**src/design/spiram_pkg.sv**
```systemverilog
`timescale 1ns / 1ps

package spiram_pkg;

  localparam int BITS_PER_WORD = 8;
  localparam int BIT_IDX_W     = 3;
  localparam int CFG_IDX_W     = 1;
  localparam int CFG_DATA_W    = 8;

  localparam logic [7:0] READ_FLAG    = 8'h80;
  localparam logic [6:0] ADDR_MASK    = 7'h7F;
  localparam logic [7:0] BYTE_ALL_ONE = 8'hFF;
  localparam logic [7:0] BYTE_ZERO    = 8'h00;
  localparam logic [7:0] PHASE_RESET  = 8'd10;

  typedef enum logic [CFG_IDX_W-1:0] {
    CFG_CLOCK_MODE  = 1'b0,
    CFG_PHASE_TICKS = 1'b1
  } cfg_idx_t;

  typedef enum logic [1:0] {
    ACT_READ  = 2'd0,
    ACT_WRITE = 2'd1,
    ACT_BURST = 2'd2
  } action_t;

  typedef enum logic [2:0] {
    PH_IDLE    = 3'd0,
    PH_ADDR_LO = 3'd1,
    PH_ADDR_HI = 3'd2,
    PH_DATA_LO = 3'd3,
    PH_DATA_HI = 3'd4
  } phase_t;

  typedef struct packed {
    logic       clock_mode;
    logic [7:0] phase_ticks;
  } cfg_t;

  typedef struct packed {
    logic       start_req;
    logic [1:0] action;
    logic [6:0] reg_addr;
    logic [7:0] write_data;
    logic [7:0] burst_length;
    logic       miso;
  } in_item_t;

  typedef struct packed {
    logic       cs_n;
    logic       sck;
    logic       mosi;
    logic       busy_res;
    logic       byte_valid;
    logic [7:0] read_byte;
    logic       last_byte;
    logic       read_invalid;
    logic       write_done;
    logic       rejected;
  } out_item_t;

endpackage

```
**src/design/spiram_in_if.sv**
```systemverilog
`timescale 1ns / 1ps

interface spiram_in_if
  import spiram_pkg::*;
();
  logic     valid;
  logic     ready;
  in_item_t data;

  modport source (output valid, output data, input ready);
  modport sink (input valid, input data, output ready);
endinterface

```
**src/design/spiram_out_if.sv**
```systemverilog
`timescale 1ns / 1ps

interface spiram_out_if
  import spiram_pkg::*;
();
  logic      valid;
  logic      ready;
  out_item_t data;

  modport source (output valid, output data, input ready);
  modport sink (input valid, input data, output ready);
endinterface

```
**src/design/spiram_cfg.sv**
```systemverilog
`timescale 1ns / 1ps

module spiram_cfg
  import spiram_pkg::*;
(
  input  logic                  clk,
  input  logic                  rst_n,
  input  logic                  cfg_we,
  input  logic [CFG_IDX_W-1:0]  cfg_index,
  input  logic [CFG_DATA_W-1:0] cfg_data,
  output cfg_t                  cfg
);

  cfg_t cfg_r;
  cfg_t cfg_nxt;

  always_comb begin
    cfg_nxt = cfg_r;
    if (cfg_we) begin
      unique case (cfg_idx_t'(cfg_index))
        CFG_CLOCK_MODE:  cfg_nxt.clock_mode  = cfg_data[0];
        CFG_PHASE_TICKS: cfg_nxt.phase_ticks = cfg_data[7:0];
        default:         cfg_nxt = cfg_r;
      endcase
    end
  end

  always_ff @(posedge clk) begin
    if (!rst_n) begin
      cfg_r.clock_mode  <= 1'b1;
      cfg_r.phase_ticks <= PHASE_RESET;
    end else begin
      cfg_r <= cfg_nxt;
    end
  end

  assign cfg = cfg_r;

endmodule

```
**src/design/spiram_engine.sv**
```systemverilog
`timescale 1ns / 1ps

module spiram_engine
  import spiram_pkg::*;
(
  input  logic      clk,
  input  logic      rst_n,
  input  cfg_t      cfg,
  input  logic      step,
  input  in_item_t  item,
  output out_item_t res
);

  phase_t               phase_r, phase_nxt;
  action_t              act_r, act_nxt;
  logic [7:0]           tx_r, tx_nxt;
  logic [7:0]           rx_r, rx_nxt;
  logic [BIT_IDX_W-1:0] bit_idx_r, bit_idx_nxt;
  logic [7:0]           cnt_r, cnt_nxt;
  logic [7:0]           left_r, left_nxt;
  logic [7:0]           wbyte_r, wbyte_nxt;
  logic                 cs_r, cs_nxt;
  logic                 sck_r, sck_nxt;
  logic                 mosi_r, mosi_nxt;

  logic [7:0]           plen;
  logic [7:0]           cnt_inc;
  logic [7:0]           left_dec;
  logic                 half_done;
  logic                 last_bit;
  logic                 act_ok;
  logic                 zero_burst;

  assign plen       = (cfg.phase_ticks == BYTE_ZERO) ? 8'd1 : cfg.phase_ticks;
  assign cnt_inc    = cnt_r + 8'd1;
  assign half_done  = (cnt_inc >= plen);
  assign last_bit   = (bit_idx_r == BIT_IDX_W'(BITS_PER_WORD - 1));
  assign left_dec   = left_r - 8'd1;
  assign zero_burst = (action_t'(item.action) == ACT_BURST) && (item.burst_length == BYTE_ZERO);
  assign act_ok     = (item.action <= ACT_BURST);

  // next phase
  always_comb begin
    phase_nxt = phase_r;
    unique case (phase_r)
      PH_ADDR_LO, PH_DATA_LO: begin
        if (half_done) phase_nxt = phase_t'(phase_r + 3'd1);
      end
      PH_ADDR_HI, PH_DATA_HI: begin
        if (half_done) begin
          if (!last_bit) begin
            phase_nxt = phase_t'(phase_r - 3'd1);
          end else if (phase_r == PH_ADDR_HI) begin
            phase_nxt = PH_DATA_LO;
          end else if (left_dec == BYTE_ZERO) begin
            phase_nxt = PH_IDLE;
          end else begin
            phase_nxt = PH_DATA_LO;
          end
        end
      end
      default: begin
        phase_nxt = PH_IDLE;
        if (item.start_req && !zero_burst && act_ok) phase_nxt = PH_ADDR_LO;
      end
    endcase
  end

  // datapath and lines
  always_comb begin
    act_nxt     = act_r;
    tx_nxt      = tx_r;
    rx_nxt      = rx_r;
    bit_idx_nxt = bit_idx_r;
    cnt_nxt     = cnt_r;
    left_nxt    = left_r;
    wbyte_nxt   = wbyte_r;
    cs_nxt      = cs_r;
    sck_nxt     = sck_r;
    mosi_nxt    = mosi_r;
    res         = '0;
    unique case (phase_r)
      PH_ADDR_LO, PH_DATA_LO: begin
        cnt_nxt = cnt_inc;
        if (half_done) begin
          cnt_nxt = 8'd0;
          rx_nxt  = {rx_r[6:0], item.miso};
          sck_nxt = 1'b1;
        end
      end
      PH_ADDR_HI, PH_DATA_HI: begin
        cnt_nxt = cnt_inc;
        if (half_done) begin
          cnt_nxt = 8'd0;
          if (!last_bit) begin
            bit_idx_nxt = bit_idx_r + BIT_IDX_W'(1);
            tx_nxt      = {tx_r[6:0], 1'b0};
            mosi_nxt    = tx_r[6];
            sck_nxt     = 1'b0;
          end else begin
            bit_idx_nxt = '0;
            if (phase_r == PH_ADDR_HI) begin
              tx_nxt   = (act_r == ACT_WRITE) ? wbyte_r : BYTE_ZERO;
              mosi_nxt = (act_r == ACT_WRITE) ? wbyte_r[7] : 1'b0;
              sck_nxt  = 1'b0;
            end else begin
              left_nxt = left_dec;
              if (act_r == ACT_WRITE) begin
                res.write_done = 1'b1;
              end else begin
                res.byte_valid   = 1'b1;
                res.read_byte    = rx_r;
                res.last_byte    = (left_dec == BYTE_ZERO);
                res.read_invalid = (act_r == ACT_READ) &&
                                   (rx_r == BYTE_ZERO || rx_r == BYTE_ALL_ONE);
              end
              if (left_dec == BYTE_ZERO) begin
                cs_nxt   = 1'b1;
                sck_nxt  = cfg.clock_mode;
                mosi_nxt = 1'b0;
              end else begin
                tx_nxt   = BYTE_ZERO;
                mosi_nxt = 1'b0;
                sck_nxt  = 1'b0;
              end
            end
          end
        end
      end
      default: begin
        cs_nxt   = 1'b1;
        sck_nxt  = cfg.clock_mode;
        mosi_nxt = 1'b0;
        if (item.start_req) begin
          if (zero_burst) begin
            res.rejected = 1'b1;
          end else if (act_ok) begin
            act_nxt     = action_t'(item.action);
            wbyte_nxt   = item.write_data;
            tx_nxt      = (action_t'(item.action) == ACT_WRITE) ?
                          {1'b0, item.reg_addr & ADDR_MASK} : ({1'b0, item.reg_addr} | READ_FLAG);
            left_nxt    = (action_t'(item.action) == ACT_BURST) ? item.burst_length : 8'd1;
            rx_nxt      = BYTE_ZERO;
            bit_idx_nxt = '0;
            cnt_nxt     = 8'd0;
            cs_nxt      = 1'b0;
            mosi_nxt    = (action_t'(item.action) != ACT_WRITE);
            sck_nxt     = 1'b0;
          end
        end
      end
    endcase
    res.cs_n     = cs_nxt;
    res.sck      = sck_nxt;
    res.mosi     = mosi_nxt;
    res.busy_res = (phase_nxt != PH_IDLE);
  end

  always_ff @(posedge clk) begin
    if (!rst_n) begin
      phase_r   <= PH_IDLE;
      act_r     <= ACT_READ;
      tx_r      <= '0;
      rx_r      <= '0;
      bit_idx_r <= '0;
      cnt_r     <= '0;
      left_r    <= '0;
      wbyte_r   <= '0;
      cs_r      <= 1'b1;
      sck_r     <= 1'b1;
      mosi_r    <= 1'b0;
    end else if (step) begin
      phase_r   <= phase_nxt;
      act_r     <= act_nxt;
      tx_r      <= tx_nxt;
      rx_r      <= rx_nxt;
      bit_idx_r <= bit_idx_nxt;
      cnt_r     <= cnt_nxt;
      left_r    <= left_nxt;
      wbyte_r   <= wbyte_nxt;
      cs_r      <= cs_nxt;
      sck_r     <= sck_nxt;
      mosi_r    <= mosi_nxt;
    end
  end

  a_cs_tracks_phase: assert property (@(posedge clk) disable iff (!rst_n)
    cs_r == (phase_r == PH_IDLE))
    else $error("chip select out of step with sequencer");

  a_idle_bit_clear: assert property (@(posedge clk) disable iff (!rst_n)
    (phase_r == PH_IDLE) |-> (bit_idx_r == '0))
    else $error("bit index left nonzero after transaction");

  a_reject_stays_idle: assert property (@(posedge clk) disable iff (!rst_n)
    (step && res.rejected) |=> (phase_r == PH_IDLE))
    else $error("rejected burst started a transaction");

  a_byte_not_write: assert property (@(posedge clk) disable iff (!rst_n)
    (step && res.byte_valid) |-> (act_r != ACT_WRITE && phase_r == PH_DATA_HI))
    else $error("received byte outside a read data phase");

endmodule

```
**src/design/spi_register_access_master.sv**
```systemverilog
`timescale 1ns / 1ps
// A result is registered in the output register when its tick is accepted.
// Throughput: one tick per cycle unless out_ch.ready stalls a held result;
// the single output register is refilled in the same cycle it is drained.
// Reset (rst_n low, synchronous): sequencer idle, cs_n high, sck high, mosi low,
// clock_mode = 1, phase_ticks = 10, no result pending.

module spi_register_access_master
  import spiram_pkg::*;
(
  input  logic                  clk,
  input  logic                  rst_n,
  spiram_in_if.sink             in_ch,
  spiram_out_if.source          out_ch,
  input  logic                  cfg_we,
  input  logic [CFG_IDX_W-1:0]  cfg_index,
  input  logic [CFG_DATA_W-1:0] cfg_data
);

  cfg_t      cfg;
  out_item_t res;
  logic      step;
  logic      out_valid_r;
  out_item_t out_data_r;

  assign in_ch.ready = !out_valid_r || out_ch.ready;
  assign step        = in_ch.valid && in_ch.ready;

  spiram_cfg u_cfg (
    .clk       (clk),
    .rst_n     (rst_n),
    .cfg_we    (cfg_we),
    .cfg_index (cfg_index),
    .cfg_data  (cfg_data),
    .cfg       (cfg)
  );

  spiram_engine u_engine (
    .clk   (clk),
    .rst_n (rst_n),
    .cfg   (cfg),
    .step  (step),
    .item  (in_ch.data),
    .res   (res)
  );

  always_ff @(posedge clk) begin
    if (!rst_n) begin
      out_valid_r <= 1'b0;
    end else if (in_ch.ready) begin
      out_valid_r <= in_ch.valid;
    end
  end

  always_ff @(posedge clk) begin
    if (step) begin
      out_data_r <= res;
    end
  end

  assign out_ch.valid = out_valid_r;
  assign out_ch.data  = out_data_r;

  a_accept_gives_result: assert property (@(posedge clk) disable iff (!rst_n)
    step |=> out_valid_r)
    else $error("accepted transaction produced no result");

  a_stall_blocks_input: assert property (@(posedge clk) disable iff (!rst_n)
    (out_valid_r && !out_ch.ready) |-> !step)
    else $error("input taken while result register full");

  a_drain_without_input: assert property (@(posedge clk) disable iff (!rst_n)
    (out_valid_r && out_ch.ready && !in_ch.valid) |=> !out_valid_r)
    else $error("result delivered twice");

endmodule
```
**src/flat_wrapper.sv**
```systemverilog
// flat-port wrapper written by rule: the top's interface ports become plain ports
module spi_register_access_master_flat import spiram_pkg::*;
  (clk, rst_n, cfg_we, cfg_index, cfg_data, in_ch_valid, in_ch_data, in_ch_ready, out_ch_valid, out_ch_data, out_ch_ready);
  spiram_in_if in_ch_i ();
  spiram_out_if out_ch_i ();
  input  logic clk;
  input  logic rst_n;
  input  logic cfg_we;
  input  logic [CFG_IDX_W-1:0] cfg_index;
  input  logic [CFG_DATA_W-1:0] cfg_data;
  input wire logic [$bits(in_ch_i.valid)-1:0] in_ch_valid;
  input wire logic [$bits(in_ch_i.data)-1:0] in_ch_data;
  output wire logic [$bits(in_ch_i.ready)-1:0] in_ch_ready;
  output wire logic [$bits(out_ch_i.valid)-1:0] out_ch_valid;
  output wire logic [$bits(out_ch_i.data)-1:0] out_ch_data;
  input wire logic [$bits(out_ch_i.ready)-1:0] out_ch_ready;
  assign in_ch_i.valid = in_ch_valid;
  assign in_ch_i.data = in_ch_data;
  assign in_ch_ready = in_ch_i.ready;
  assign out_ch_valid = out_ch_i.valid;
  assign out_ch_data = out_ch_i.data;
  assign out_ch_i.ready = out_ch_ready;
  spi_register_access_master u_core (.clk(clk), .rst_n(rst_n), .in_ch(in_ch_i), .out_ch(out_ch_i), .cfg_we(cfg_we), .cfg_index(cfg_index), .cfg_data(cfg_data));
endmodule
```
**config.mk**
```make
export PLATFORM = sky130hd
export DESIGN_NAME = spi_register_access_master_flat
export DESIGN_NICKNAME = d
export VERILOG_FILES = /design/src/design/spiram_pkg.sv /design/src/design/spiram_in_if.sv /design/src/design/spiram_out_if.sv /design/src/design/spiram_cfg.sv /design/src/design/spiram_engine.sv /design/src/design/spi_register_access_master.sv /design/src/flat_wrapper.sv
export SDC_FILE = /design/constraint.sdc
export NUM_CORES = 1
export LEC_CHECK = 0
export BUFFER_PORTS_ARGS = -buffer_cell sky130_fd_sc_hd__buf_2
export CORE_MARGIN = 3
export CORE_UTILIZATION = 39
export DETAILED_ROUTE_END_ITERATION = 7
export PLACE_DENSITY = 0.61
export SLEW_MARGIN = 20
export SYNTH_ARGS = -nofsm -noshare
export SYNTH_HDL_FRONTEND = slang
export SYNTH_SLANG_ARGS = --single-unit
export TNS_END_PERCENT = 10
```
**constraint.sdc**
```tcl
create_clock -name clk -period 3.6 [get_ports clk]
set_input_delay 0.36 -clock clk [delete_from_list [all_inputs] [get_ports clk]]
set_output_delay 0.36 -clock clk [all_outputs]
set_load 0.01 [all_outputs]
```
; ---- Word level (Yosys, flattened, before mapping)
; Index checks and enable logic that the tools add are counted.
[word_totals]
reg_bits = 77
out_inout_bits = 19
wordCells = 157
[op_classes]
addsub = 5
order_cmp = 2
eq_ne = 17
muxes = 66
bitwise = 8
n_reduce_logical = 35
[ops]
columns = operator, count
row1 = 8-bit two-way mux, 14
row2 = 7-bit two-way mux, 8
row3 = 8-bit logical NOT, 4
row4 = 8-bit case mux with 2 select lines, 2
row5 = 1-bit two-way mux, 25
row6 = 3-bit two-way mux, 8
row7 = 7-bit case mux with 2 select lines, 1
row8 = 3-bit case mux with 2 select lines, 2
row9 = 6-bit AND reduction, 2
row10 = 2-bit nonzero test, 6
row11 = 11-bit two-way mux, 1
row12 = "2-bit inequality test, second input constant", 5
row13 = 5-bit OR reduction, 2
row14 = "8-bit by 1-bit adder with 8-bit output, second input constant", 1
row15 = "8-bit == test, second input constant", 1
row16 = 8-bit greater-or-equal comparator, 1
row17 = 1-bit inverter, 8
row18 = 8-bit AND reduction, 1
row19 = 4-bit OR reduction, 2
row20 = "8-bit by 1-bit subtractor with 8-bit output, second input constant", 1
row21 = 7-bit AND reduction, 1
row22 = "3-bit by 1-bit adder with 3-bit output, second input constant", 2
row23 = "3-bit by 2-bit == test with 1-bit output, second input constant", 2
row24 = "3-bit == test, second input constant", 2
row25 = other kinds (18), 31

; ---- Logic depth before layout (Yosys ltp)
; Gate-level depths: netlist of the first run.
[depth]
depth_word = 8
mapped_depth = 13
ltp_nobuf = 11

; ---- Hierarchy
; From an unflattened synthesis of the first run, not the netlist that was laid out.
[hier_totals]
hier_cells = 455
area_unflattened_um2 = 4260.3
[by_module_without_submodules]
columns = mod, instances, cells_each, area_each_um2
row1 = spiram_engine, 1, 391, 3280.6
row2 = spi_register_access_master, 1, 22, 568.0
row3 = spiram_cfg, 1, 42, 411.6

; ---- Worst setup path before layout of the first run
; Ideal clock, no wire load.
[synth_timing]
path_kind = register to register
startpoint = reg u_core.u_engine.cnt_r[0]
endpoint = reg u_core.out_data_r, in the netlist u_core.out_ch.data[10] (data pin)
setup_time_ps = 255
t_arrival_ps = 2671
t_required_ps = 3345
slack_ps = 674
path_stages_with_launch = 12
path_buffers = 0
period_less_slack_ps = 2926
cell_sequence = dfxtp_1 -> ha_1 -> nand3_1 -> and2_1 -> or2_2 -> ha_1 -> or4_1 -> a21oi_2 -> nor4_1 -> nor2_2 -> a21oi_2 -> and2_1
[synth_between]
elab_chain_cells = 4
[synth_rtl]
columns = element, line_no
row1 = start: declaration, spiram_engine.sv:19  ; logic [7:0] cnt_r, cnt_nxt;
row2 = start signal: assignment, spiram_engine.sv:178  ; cnt_r <= cnt_nxt;
row3 = 8-bit by 1-bit adder with 8-bit output, spiram_engine.sv:35  ; assign cnt_inc = cnt_r + 8'd1;
row4 = 8-bit greater-or-equal comparator, spiram_engine.sv:36  ; assign half_done = (cnt_inc >= plen);
row5 = 1-bit inverter (no line), n/a
row6 = 5-bit OR reduction (no line), n/a
row7 = end signal: assignment, spi_register_access_master.sv:57  ; out_data_r <= res;
row8 = end: declaration, spi_register_access_master.sv:24  ; out_item_t out_data_r;
; Every way passes these cells.
; A chain may end at the register's enable or synchronous reset.

; ---- Final worst setup path of the first run
[layout_timing]
startpoint = reg u_core.u_engine.cnt_r[0]
endpoint = reg u_core.u_engine.left_r[7]
[layout_between]
elab_chain_cells = 4
[layout_rtl]
columns = element, line_no
row1 = 8-bit by 1-bit adder with 8-bit output, spiram_engine.sv:35
row2 = 8-bit greater-or-equal comparator, spiram_engine.sv:36
row3 = 2-bit inequality test (no line), n/a
row4 = 8-bit AND reduction (no line), n/a
row5 = end signal: assignment, spiram_engine.sv:179  ; left_r <= left_nxt;
row6 = end: declaration, spiram_engine.sv:20  ; logic [7:0] left_r, left_nxt;
; Every way passes these cells.

==> impl_metrics.tcl, run 1 <==
set metrics [dict create \
    outcome "completed" \
    cp.required_ns 3.87 \
    tns_ns 0 \
    irDropWorstVdd_uv 195 \
    yosys.area.top_type "sky130_fd_sc_hd__dfxtp_1" \
    fin_skew_ns 0.00890 \
    synth_simple_gate_area_frac 0.215 \
    synth_xor_xnor_area_share 0.0145 \
    fmaxAchievable_mhz 303 \
    compound_gate_portion_of_the_synthesized_area 0.214 \
    gp_congestion 0.847 \
    nNetsFinal 569 \
    wl_per_cell_um 15.5 \
    critical_register_to_register_path_startpoint "u_core.u_engine.cnt_r[0]" \
    period_minus_slack_ns 3.30 \
    initial_util 0.406 \
    syn_area_mm2 0.00422 \
    worst-r2r-cell-count 11 \
    post_synth_num_cell_types 69 \
    synthesis_warnings 0 \
    drt_wl_total_mm 10.1 \
    drt_pass1_iterations 5 \
    cts.sink_count 77 \
    dr_total_vias 3590 \
    final_cells 651 \
    dieWidth_um 110 \
    hold_buffers 0 \
    hp-start "in_ch_data[0]" \
    mostFrequentLayoutCell "sky130_fd_sc_hd__dfxtp_1" \
    worst_slew_margin_rel 0.508 \
    max_cap_violations 0 \
    critPathCaptureType "flip-flop" \
    synth_seq_cells 77 \
    syn_nets 516 \
    cts-root-to-sink-buffers 2 \
    report.final.slew_viol_count 0 \
    pwr_density_cell_mw_per_mm2 388 \
    post_synth_inst_count 457 \
    r2r-end "u_core.u_engine.left_r[7]" \
    post_cts_resized 0 \
    cp_data_arrival_time_ns 3.57 \
    cts_tree "built" \
    filler_cell_count 1020 \
    synth-async-reset-ratio 0 \
    maximum_number_of_pins_on_one_net_before_global_route_repair 32 \
    worst_slew_pin_slew_ns 0.736 \
    detailedRoute.firstIterationViolations 193 \
    cts_htree_levels 3 \
    r2r_slack_ns 0.30 \
    grt_usage 0.173 \
    port_buffers 59 \
    drive_gt1_frac 0.196 \
    grt_util_met1 0.233 \
    synth_largest_type_area_fraction 0.284 \
    hold_violations 0 \
    clkSlewWorstSetupHoldPaths_ns 0.09 \
    number_of_nets_with_antenna_violations_after_routing 0 \
    grt_pass1_vias 3328 \
    startpoint_type "flip-flop" \
    worstHoldPathCells 2 \
    placed_cells_incl_taps 635 \
    placement_rows 37 \
    via_per_inst 5.51 \
    total_drc_errors_in_the_routed_layout 0 \
    crit_path_max_fanout 11 \
    global_route.overflow_total 0 \
    postCtsSetupBuffers 0 \
    report.final.setup_viol 0 \
    synthAdderAreaFrac 0.0533 \
    cts_inserted_buffers 9 \
    die_h_um 110 \
    post_synthesis_mux_area_share 0.0548 \
    leakage_nw 1.96 \
    timing.final.crit_share 0.917 \
    setup.worst_path.class "flip-flop to flip-flop" \
    number_of_enable_flip_flop_cells_after_synthesis 17 \
    synth_area_per_cell_um2 9.24 \
    placeableCoreArea_mm2 0.0104 \
    clock_tree.root_cell "sky130_fd_sc_hd__clkbuf_8" \
    layout.cells.most_common_list "sky130_fd_sc_hd__dfxtp_1 (60), sky130_fd_sc_hd__buf_2 (59), sky130_fd_sc_hd__nor2_1 (45)" \
    layer_carrying_the_most_global_route_usage "met2" \
    initial_antenna_violation_count 0 \
    dp_hpwl_mm 7.43 \
    ys_top_cells_by_area "sky130_fd_sc_hd__dfxtp_1 (28%), sky130_fd_sc_hd__edfxtp_1 (12%), sky130_fd_sc_hd__ha_1 (5.3%), sky130_fd_sc_hd__mux2i_1 (5.2%), sky130_fd_sc_hd__nor2_1 (4.0%)" \
    ios 60 \
    min_delay_worst_endpoint "u_core.u_engine.rx_r[0]" \
    unrepaired_setup_endpoints_after_global_routing "false" \
    dominant_synthesized_flop_cell "sky130_fd_sc_hd__dfxtp_1" \
    antenna_cells_inserted 0 \
    clkLatencyLatePin_ns 0.35 \
    gr_met3_demand_resource 0.0326 \
    worstHoldPathType "input pin to flip-flop" \
    global_route.usage.met2 0.277 \
    flow.area_growth_from_synthesis_pct 14.5 \
    synth_top_family_by_area "simple AND/OR/NAND/NOR gates" \
    synth_seq_area_share 0.405 \
    design.die.area_mm2 0.0121 \
    wire_length_of_the_first_global_routing_pass_mm 16.4 \
]
[flip-flops by register name, indices dropped and copies added, names as in the netlist]
register,cells
u_core.out_ch.data,17
u_core.out_ch.valid,1
u_core.u_cfg.cfg,9
u_core.u_engine.act_r,2
u_core.u_engine.bit_idx_r,3
u_core.u_engine.cnt_r,8
u_core.u_engine.cs_r,1
u_core.u_engine.left_r,8
u_core.u_engine.mosi_r,1
u_core.u_engine.phase_r,3
u_core.u_engine.rx_r,8
u_core.u_engine.sck_r,1
u_core.u_engine.tx_r,7
u_core.u_engine.wbyte_r,8
[cell families after synthesis]
group,after synthesis
buffers and inverters,42
adders and majority gates,18
xor gates and xnor gates,7
muxes,23
DFF,77
and+or+nand+nor,174
AOI/OAI and AO/OA,116
[power breakdown]
group,switching [mW],internal (mW)
clock,0.352,0.333
sequential,0.0224,0.916
combinational,0.151,0.101
[synth_stat cells (6+ instances only)]
cell,number
sky130_fd_sc_hd__a211oi_1,7
sky130_fd_sc_hd__a21oi_1,25
sky130_fd_sc_hd__a221o_1,6
sky130_fd_sc_hd__a22o_1,8
sky130_fd_sc_hd__and2_1,15
sky130_fd_sc_hd__clkbuf_1,14
sky130_fd_sc_hd__dfxtp_1,60
sky130_fd_sc_hd__edfxtp_1,17
sky130_fd_sc_hd__ha_1,18
sky130_fd_sc_hd__inv_1,20
sky130_fd_sc_hd__mux2i_1,22
sky130_fd_sc_hd__nand2_1,37
sky130_fd_sc_hd__nand2b_1,8
sky130_fd_sc_hd__nand3_1,15
sky130_fd_sc_hd__nor2_1,45
sky130_fd_sc_hd__nor3_1,6
sky130_fd_sc_hd__nor4_1,8
sky130_fd_sc_hd__o211ai_1,9
sky130_fd_sc_hd__o21ai_0,10
[metrics by stage]
stage | total power [mW] | hold WS (ns) | util | setup WS [ns] | cell area, um2
final | 1.88 | 0.218 | 0.464 | 0.300 | 4840
after CTS | 1.90 | 0.203 | 0.464 | 0.293 | 4830
after detailed placement | 1.21 | 0.454 | 0.444 | 0.311 | 4620
after global placement | 1.20 | 0.447 | 0.444 | 0.432 | 4620
after global routing | 1.96 | 0.213 | 0.464 | 0.0152 | 4840
after floorplan | 1.13 | 0.434 | - | 0.674 | 4220
[per-layer routing]
layer | wire [um] | vias to the layer above
met5 | 0 | -
met3 | 539 | 6
met2 | 4870 | 95
met4 | 82 | 0
li1 | - | 1799
met1 | 4620 | 1690
[critical path: stages, from the launching register on]
cell	delay [ns]
sky130_fd_sc_hd__dfxtp_1	0.41
sky130_fd_sc_hd__ha_1	0.20
sky130_fd_sc_hd__nand3_1	0.11
sky130_fd_sc_hd__and2_1	0.18
sky130_fd_sc_hd__or2_2	0.29
sky130_fd_sc_hd__ha_1	0.31
sky130_fd_sc_hd__o211a_1	0.13
sky130_fd_sc_hd__a211oi_1	0.43
sky130_fd_sc_hd__nor4_1	0.21
sky130_fd_sc_hd__o31ai_4	0.59
sky130_fd_sc_hd__a211oi_1	0.13
sky130_fd_sc_hd__a211oi_2	0.23
[worst max-delay path by stage]
stage / from / endpoint / slack [ns] / cells past startpoint
global placement: u_core.u_engine.cnt_r[0] / u_core.u_engine.left_r[6] / 0.43 / 11
global route: u_core.u_engine.cnt_r[0] / u_core.u_engine.left_r[7] / 0.02 / 11
finish: u_core.u_engine.cnt_r[0] / u_core.u_engine.left_r[7] / 0.30 / 11
CTS: u_core.u_engine.cnt_r[0] / u_core.u_engine.left_r[7] / 0.29 / 11
detailed placement: u_core.u_engine.cnt_r[0] / u_core.u_engine.left_r[7] / 0.31 / 11
floorplan: u_core.u_engine.cnt_r[0] / u_core.out_ch.data[10] / 0.67 / 11
[final cells by class]
cell class	count	area, um2	share of cell area
well taps	136	170	0.0352
clock buffers	9	124	0.0256
repair buffers	63	325	0.0673
multi-input cells	338	2340	0.485
clock inverters	7	82.6	0.0171
inverters	21	78.8	0.0163
flip-flops and latches	77	1710	0.354
(Power assumes the default switching activity.)
==> inputs of run 2 (changes only) <==
Settings changed: ABC_AREA set to 1.
==> run 2 against run 1 <==
- clock-buffer cell count up 1
- register-to-register slack better by 0.15 ns
- setup slack improved by 0.15 ns
- utilization increased by 0.29 points
- sequential cell count is the same
- synthesized cell count is 18% higher
==> impl_metrics.tcl, run 2 <==
set metrics [dict create \
    drt_wl_total_mm 9.39 \
    report.final.slew_viol_count 0 \
    drive_gt1_frac 0.159 \
    power.sequential.fraction 0.482 \
    fmaxAchievable_mhz 318 \
    initial_antenna_violation_count 0 \
    worst_slew_margin_rel 0.501 \
    yosys.area.top_type "sky130_fd_sc_hd__dfxtp_1" \
    final_cells 731 \
    synth.cells.most_frequent "sky130_fd_sc_hd__nand2_1 (96), sky130_fd_sc_hd__nor2_1 (69), sky130_fd_sc_hd__inv_1 (68), sky130_fd_sc_hd__dfxtp_1 (60), sky130_fd_sc_hd__a21oi_1 (53)" \
    hold_violations 0 \
    critical_register_to_register_path_startpoint "u_core.u_engine.cnt_r[0]" \
    post_cts_resized 0 \
    synth_seq_area_share 0.420 \
    setup.worst_path.class "flip-flop to flip-flop" \
    nNetsFinal 652 \
    maximum_number_of_pins_on_one_net_before_global_route_repair 41 \
    wire_length_of_the_first_global_routing_pass_mm 15.8 \
    cts_inserted_buffers 9 \
    cts_htree_levels 3 \
    global_route.overflow_total 0 \
    power.internal_mw 1.41 \
    largest_register_ff_count 17 \
    via_per_inst 4.98 \
    max_cap_violations 0 \
    grt_usage 0.168 \
    synth-async-reset-ratio 0 \
    cts-root-to-sink-buffers 2 \
    r2r-end "u_core.out_ch.data[13]" \
    timing.critical_path.to "u_core.out_ch.data[13]" \
    ys_top_cells_by_area "sky130_fd_sc_hd__dfxtp_1 (29%), sky130_fd_sc_hd__edfxtp_1 (13%), sky130_fd_sc_hd__nand2_1 (8.8%), sky130_fd_sc_hd__a21oi_1 (6.5%), sky130_fd_sc_hd__nor2_1 (6.4%)" \
    report.final.setup_viol 0 \
    dieWidth_um 108 \
    dr_total_vias 3644 \
    setup.worst_path.start "u_core.u_engine.cnt_r[0]" \
    placeableCoreArea_mm2 0.00995 \
    placement_rows 36 \
    antenna_cells_inserted 0 \
    syn_area_mm2 0.00407 \
    irDropWorstVdd_uv 219 \
    mostFrequentLayoutCell "sky130_fd_sc_hd__nand2_1" \
    worst-r2r-cell-count 16 \
    hold_buffers 0 \
    timing.final.crit_share 0.875 \
    r2r_slack_ns 0.45 \
    post_synth_inst_count 540 \
    detailedRoute.firstIterationViolations 159 \
    leakage_nw 2.04 \
    synth_largest_type_area_fraction 0.295 \
    total_drc_errors_in_the_routed_layout 0 \
    die_h_um 108 \
    port_buffers 59 \
    placed_cells_incl_taps 715 \
    crit_path_max_fanout 11 \
    synth_seq_cells 77 \
    outcome "completed" \
    number_of_enable_flip_flop_cells_after_synthesis 17 \
    clock_tree.root_cell "sky130_fd_sc_hd__clkbuf_8" \
    synthesis_warnings 0 \
    dominant_synthesized_flop_cell "sky130_fd_sc_hd__dfxtp_1" \
    post_synth_num_cell_types 43 \
    clkLatencyLatePin_ns 0.35 \
    period_minus_slack_ns 3.15 \
    synth_area_per_cell_um2 7.54 \
    pwr_density_cell_mw_per_mm2 436 \
    cts_tree "built" \
    hold-worst-slack_ns 0.233 \
    design.die.area_mm2 0.0117 \
    layout.cells.most_common_list "sky130_fd_sc_hd__nand2_1 (96), sky130_fd_sc_hd__nor2_1 (69), sky130_fd_sc_hd__inv_1 (68)" \
    unrepaired_setup_endpoints_after_global_routing "false" \
    initial_util 0.409 \
    worstHoldPathType "input pin to flip-flop" \
    startpoint_type "flip-flop" \
    drt_pass1_iterations 4 \
    cp_data_arrival_time_ns 3.24 \
    switching_share 0.306 \
    critPathCaptureType "flip-flop" \
    ios 60 \
    postCtsSetupBuffers 0 \
    tns_ns 0 \
    number_of_nets_with_antenna_violations_after_routing 0 \
    worst_slew_pin_slew_ns 0.748 \
    flow.area_growth_from_synthesis_pct 14.2 \
    dp_hpwl_mm 7.03 \
    yosys.cell_count.top_type "sky130_fd_sc_hd__nand2_1" \
    grt_pass1_vias 3407 \
    clkSlewWorstSetupHoldPaths_ns 0.08 \
    cp.required_ns 3.69 \
    hp-start "cfg_data[3]" \
    cts.sink_count 77 \
    gp_congestion 0.855 \
    syn_nets 599 \
    power_switching_mw 0.621 \
    wl_per_cell_um 12.8 \
    fin_skew_ns 0.0163 \
    power.combinational.fraction 0.196 \
    clock_share_of_power 0.322 \
]
## run 2: power by group through the flow
stage / combinational, mW / sequential (mW) / clock, mW
after CTS: 0.400 / 0.978 / 0.670
after global routing: 0.458 / 0.986 / 0.703
final: 0.399 / 0.978 / 0.653
after floorplan: 0.290 / 0.996 / 0
after detailed placement: 0.397 / 0.998 / 0
after global placement: 0.389 / 0.996 / 0
## run 2: worst max-delay path, stage by stage, from the launching register on
cell and delay [ns]:
sky130_fd_sc_hd__dfxtp_1 0.42, sky130_fd_sc_hd__nand3_1 0.13, sky130_fd_sc_hd__nand3b_1 0.20, sky130_fd_sc_hd__nand3b_1 0.18, sky130_fd_sc_hd__xnor2_1 0.15, sky130_fd_sc_hd__ha_1 0.30
sky130_fd_sc_hd__nand2_1 0.07, sky130_fd_sc_hd__nor2_1 0.15, sky130_fd_sc_hd__nand4_1 0.12, sky130_fd_sc_hd__nand3_1 0.39, sky130_fd_sc_hd__inv_1 0.14, sky130_fd_sc_hd__nand2_1 0.11
sky130_fd_sc_hd__o21ai_0 0.09, sky130_fd_sc_hd__inv_1 0.10, sky130_fd_sc_hd__nand3_1 0.08, sky130_fd_sc_hd__nor2_1 0.19, sky130_fd_sc_hd__nand2_1 0.08
## run 2: kinds of logic after synthesis
| kind of cell | share of synthesized area |
|---|---|
| and+or+nand+nor | 0.252 |
| AOI/OAI and AO/OA | 0.167 |
| xor gates and xnor gates | 0.0129 |
| DFF | 0.420 |
| buffers and inverters | 0.0924 |
| adders and majority gates | 0.0553 |
## run 2: worst min-delay path by stage
stage / endpoint / slack [ns] / cells past startpoint
2_1_floorplan: u_core.u_engine.wbyte_r[0] / 0.42 / 2
3_3_place_gp: u_core.u_engine.wbyte_r[0] / 0.44 / 2
3_5_place_dp: u_core.u_engine.sck_r / 0.45 / 2
4_1_cts: u_core.u_cfg.cfg[3] / 0.22 / 3
5_1_grt: u_core.u_cfg.cfg[3] / 0.24 / 3
6_report: u_core.u_cfg.cfg[3] / 0.23 / 3
## run 2: area by class of cell
type	instances	area [um2]
clock buffer	10	128
timing repair buffer	61	310
fill	1030	5300
sequential	77	1710
clock inverter	6	70.1
multi-input combinational	371	1990
inverter	73	279
tap	133	166
## run 2: metrics by stage
stage / area (um2) / utilization / setup slack, ns / power [mW]
detailed placement: 4450 / 0.447 / 0.556 / 1.40
finish: 4650 / 0.467 / 0.451 / 2.03
CTS: 4650 / 0.467 / 0.517 / 2.05
floorplan: 4070 / - / 1.09 / 1.29
global placement: 4450 / 0.447 / 0.630 / 1.38
global route: 4650 / 0.467 / 0.0802 / 2.15
## run 2: routing by layer
metal | vias up | GRT usage | wire length, um
met4 | 0 | 0.0586 | 169
met5 | - | 0 | 0
met2 | 81 | 0.283 | 4460
met3 | 13 | 0.0263 | 404
met1 | 1645 | 0.220 | 4350
li1 | 1905 | - | -
==> inputs of run 3 (changes only) <==
Settings changed: ABC_AREA 1 to not set, GPL_TIMING_DRIVEN set to 0.
==> run 3 against run 2 <==
- global-route usage increased by 1.5 points
- total power decreased by 6.2%
- utilization increased by 0.44 points
- critical path type unchanged
- clock-buffer cell count decreased by 1
- non-clock buffer count increased by 18
- critical endpoint is now u_core.out_ch.data[15]
- sequential cell count unchanged
- setup slack got worse by 0.29 ns
- die area increased by 3.5%
- highest routed layer unchanged
- sequential power decreased by 4.2%
- largest power group unchanged
- cell area increased by 5.6%
==> impl_metrics.tcl, run 3 (synthesis results as in run 1) <==
set metrics [dict create \
    outcome "completed" \
    cts_inserted_buffers 9 \
    leakage_nw 1.99 \
    ios 60 \
    setup.worst_path.class "flip-flop to flip-flop" \
    nNetsFinal 585 \
    clock_share_of_power 0.372 \
    drive_gt1_frac 0.196 \
    power.internal_mw 1.36 \
    hold_violations 0 \
    detailedRoute.firstIterationViolations 191 \
    fmaxAchievable_mhz 291 \
    power.sequential.fraction 0.492 \
    cts-root-to-sink-buffers 2 \
    max_cap_violations 0 \
    pwr_density_cell_mw_per_mm2 388 \
    timing.final.crit_share 0.955 \
    largest_register_ff_count 17 \
    tns_ns 0 \
    power.combinational.fraction 0.136 \
    worst_slew_margin_rel 0.425 \
    cts_htree_levels 3 \
    worst_slew_pin_slew_ns 0.856 \
    via_per_inst 5.57 \
    die_h_um 110 \
    grt_usage 0.183 \
    clkLatencyLatePin_ns 0.36 \
    cp_data_arrival_time_ns 3.59 \
    antenna_cells_inserted 0 \
    initial_antenna_violation_count 0 \
    wire_length_of_the_first_global_routing_pass_mm 17.2 \
    clkSlewWorstSetupHoldPaths_ns 0.09 \
    port_buffers 58 \
    drt_wl_total_mm 10.7 \
    grt_pass1_vias 3455 \
    initial_util 0.406 \
    startpoint_type "flip-flop" \
    cp.required_ns 3.75 \
    wl_per_cell_um 16.1 \
    placement_rows 37 \
    filler_cell_count 1020 \
    maximum_number_of_pins_on_one_net_before_global_route_repair 25 \
    clock_tree.root_cell "sky130_fd_sc_hd__clkbuf_8" \
    report.final.slew_viol_count 0 \
    flow.area_growth_from_synthesis_pct 16.3 \
    irDropWorstVdd_uv 203 \
    design.die.area_mm2 0.0121 \
    dp_hpwl_mm 8.05 \
    period_minus_slack_ns 3.44 \
    power_switching_mw 0.547 \
    dr_total_vias 3712 \
    hold-worst-slack_ns 0.210 \
    switching_share 0.287 \
    critPathCaptureType "flip-flop" \
    crit_path_max_fanout 5 \
    global_route.overflow_total 0 \
    placeableCoreArea_mm2 0.0104 \
    fin_skew_ns 0.0159 \
    gp_congestion 0.933 \
    layout.cells.most_common_list "sky130_fd_sc_hd__buf_2 (61), sky130_fd_sc_hd__dfxtp_1 (60), sky130_fd_sc_hd__nor2_1 (45)" \
    worstHoldPathType "input pin to flip-flop" \
    number_of_nets_with_antenna_violations_after_routing 0 \
    total_drc_errors_in_the_routed_layout 0 \
    report.final.setup_viol 0 \
    unrepaired_setup_endpoints_after_global_routing "false" \
    mostFrequentLayoutCell "sky130_fd_sc_hd__buf_2" \
    drt_pass1_iterations 5 \
    cts_tree "built" \
    dieWidth_um 110 \
    cts.sink_count 77 \
]
-- run 3: cell types whose count changed in the layout (fill, tap and decap cells not counted), sizes merged, moves of 22 or more --
cell / change
a21oi: -26
nor2: -28
mux2i: +22
o21ai: -27
inv: -50
nand2: -61
-- run 3: layout make-up --
| cell class | instances | area (um2) | share of cell area |
|---|---|---|---|
| multi-input combinational | 338 | 2350 | 0.478 |
| sequential | 77 | 1710 | 0.348 |
| timing repair buffer | 58 | 290 | 0.0591 |
| tap | 136 | 170 | 0.0346 |
| clock buffer | 9 | 124 | 0.0252 |
| buffer | 21 | 101 | 0.0206 |
| clock inverter | 7 | 87.6 | 0.0178 |
| inverter | 21 | 78.8 | 0.0160 |
-- run 3: power groups by stage --
stage               Clock [mW]  Sequential (mW)  Combinational (mW)
finish                   0.708            0.937               0.260
global route             0.755            0.941               0.289
CTS                      0.719            0.937               0.259
detailed placement           0            0.957               0.258
global placement             0            0.956               0.252
floorplan                    0            0.959               0.167
-- run 3: routing by layer --
metal	share of wire	global-route usage	up-vias
li1	-	-	1825
met1	0.45	0.238	1773
met2	0.49	0.298	96
met3	0.049	0.0338	18
met4	0.020	0.0775	0
met5	0	0	-
-- run 3: through the flow --
step / power [mW] / util / cell area [um2] / setup WS [ns] / cells
6_report: 1.90 / 0.472 / 4910 / 0.163 / 667
3_5_place_dp: 1.21 / 0.450 / 4690 / 0.208 / 651
3_3_place_gp: 1.21 / 0.450 / 4680 / 0.229 / 651
2_1_floorplan: 1.13 / - / 4220 / 0.674 / 457
5_1_grt: 1.98 / 0.472 / 4910 / 0.0148 / 667
4_1_cts: 1.91 / 0.471 / 4900 / 0.195 / 667
-- run 3: worst max-delay path, stage by stage, from the launching register on --
cell                      delay (ns)
sky130_fd_sc_hd__dfxtp_1        0.40
sky130_fd_sc_hd__ha_1           0.21
sky130_fd_sc_hd__nand3_1        0.12
sky130_fd_sc_hd__and2_1         0.19
sky130_fd_sc_hd__or2_2          0.31
sky130_fd_sc_hd__ha_1           0.23
sky130_fd_sc_hd__or4_1          0.54
sky130_fd_sc_hd__a21oi_2        0.22
sky130_fd_sc_hd__nor3_1         0.15
sky130_fd_sc_hd__o31ai_1        0.45
sky130_fd_sc_hd__a21oi_1        0.10
sky130_fd_sc_hd__o21ai_0        0.31
-- run 3: worst paths after layout --
| kind | from | endpoint | slack [ns] | cells past startpoint |
|---|---|---|---|---|
| hold reg to reg | u_core.u_engine.tx_r[4] | u_core.u_engine.tx_r[4] | 0.47 | 2 |
| hold / removal | in_ch_data[0] | u_core.u_engine.rx_r[0] | 0.21 | 2 |
| setup / recovery | u_core.u_engine.cnt_r[0] | u_core.out_ch.data[15] | 0.16 | 11 |
| setup reg to reg | u_core.u_engine.cnt_r[0] | u_core.out_ch.data[15] | 0.16 | 11 |
-- run 3: repair_timing --
| item | CTS | global route |
|---|---|---|
| hold buffers | 0 | 0 |
| resized for setup | 0 | 2 |
| setup buffers | 0 | 0 |
| setup endpoints to repair | 0 | 11 |
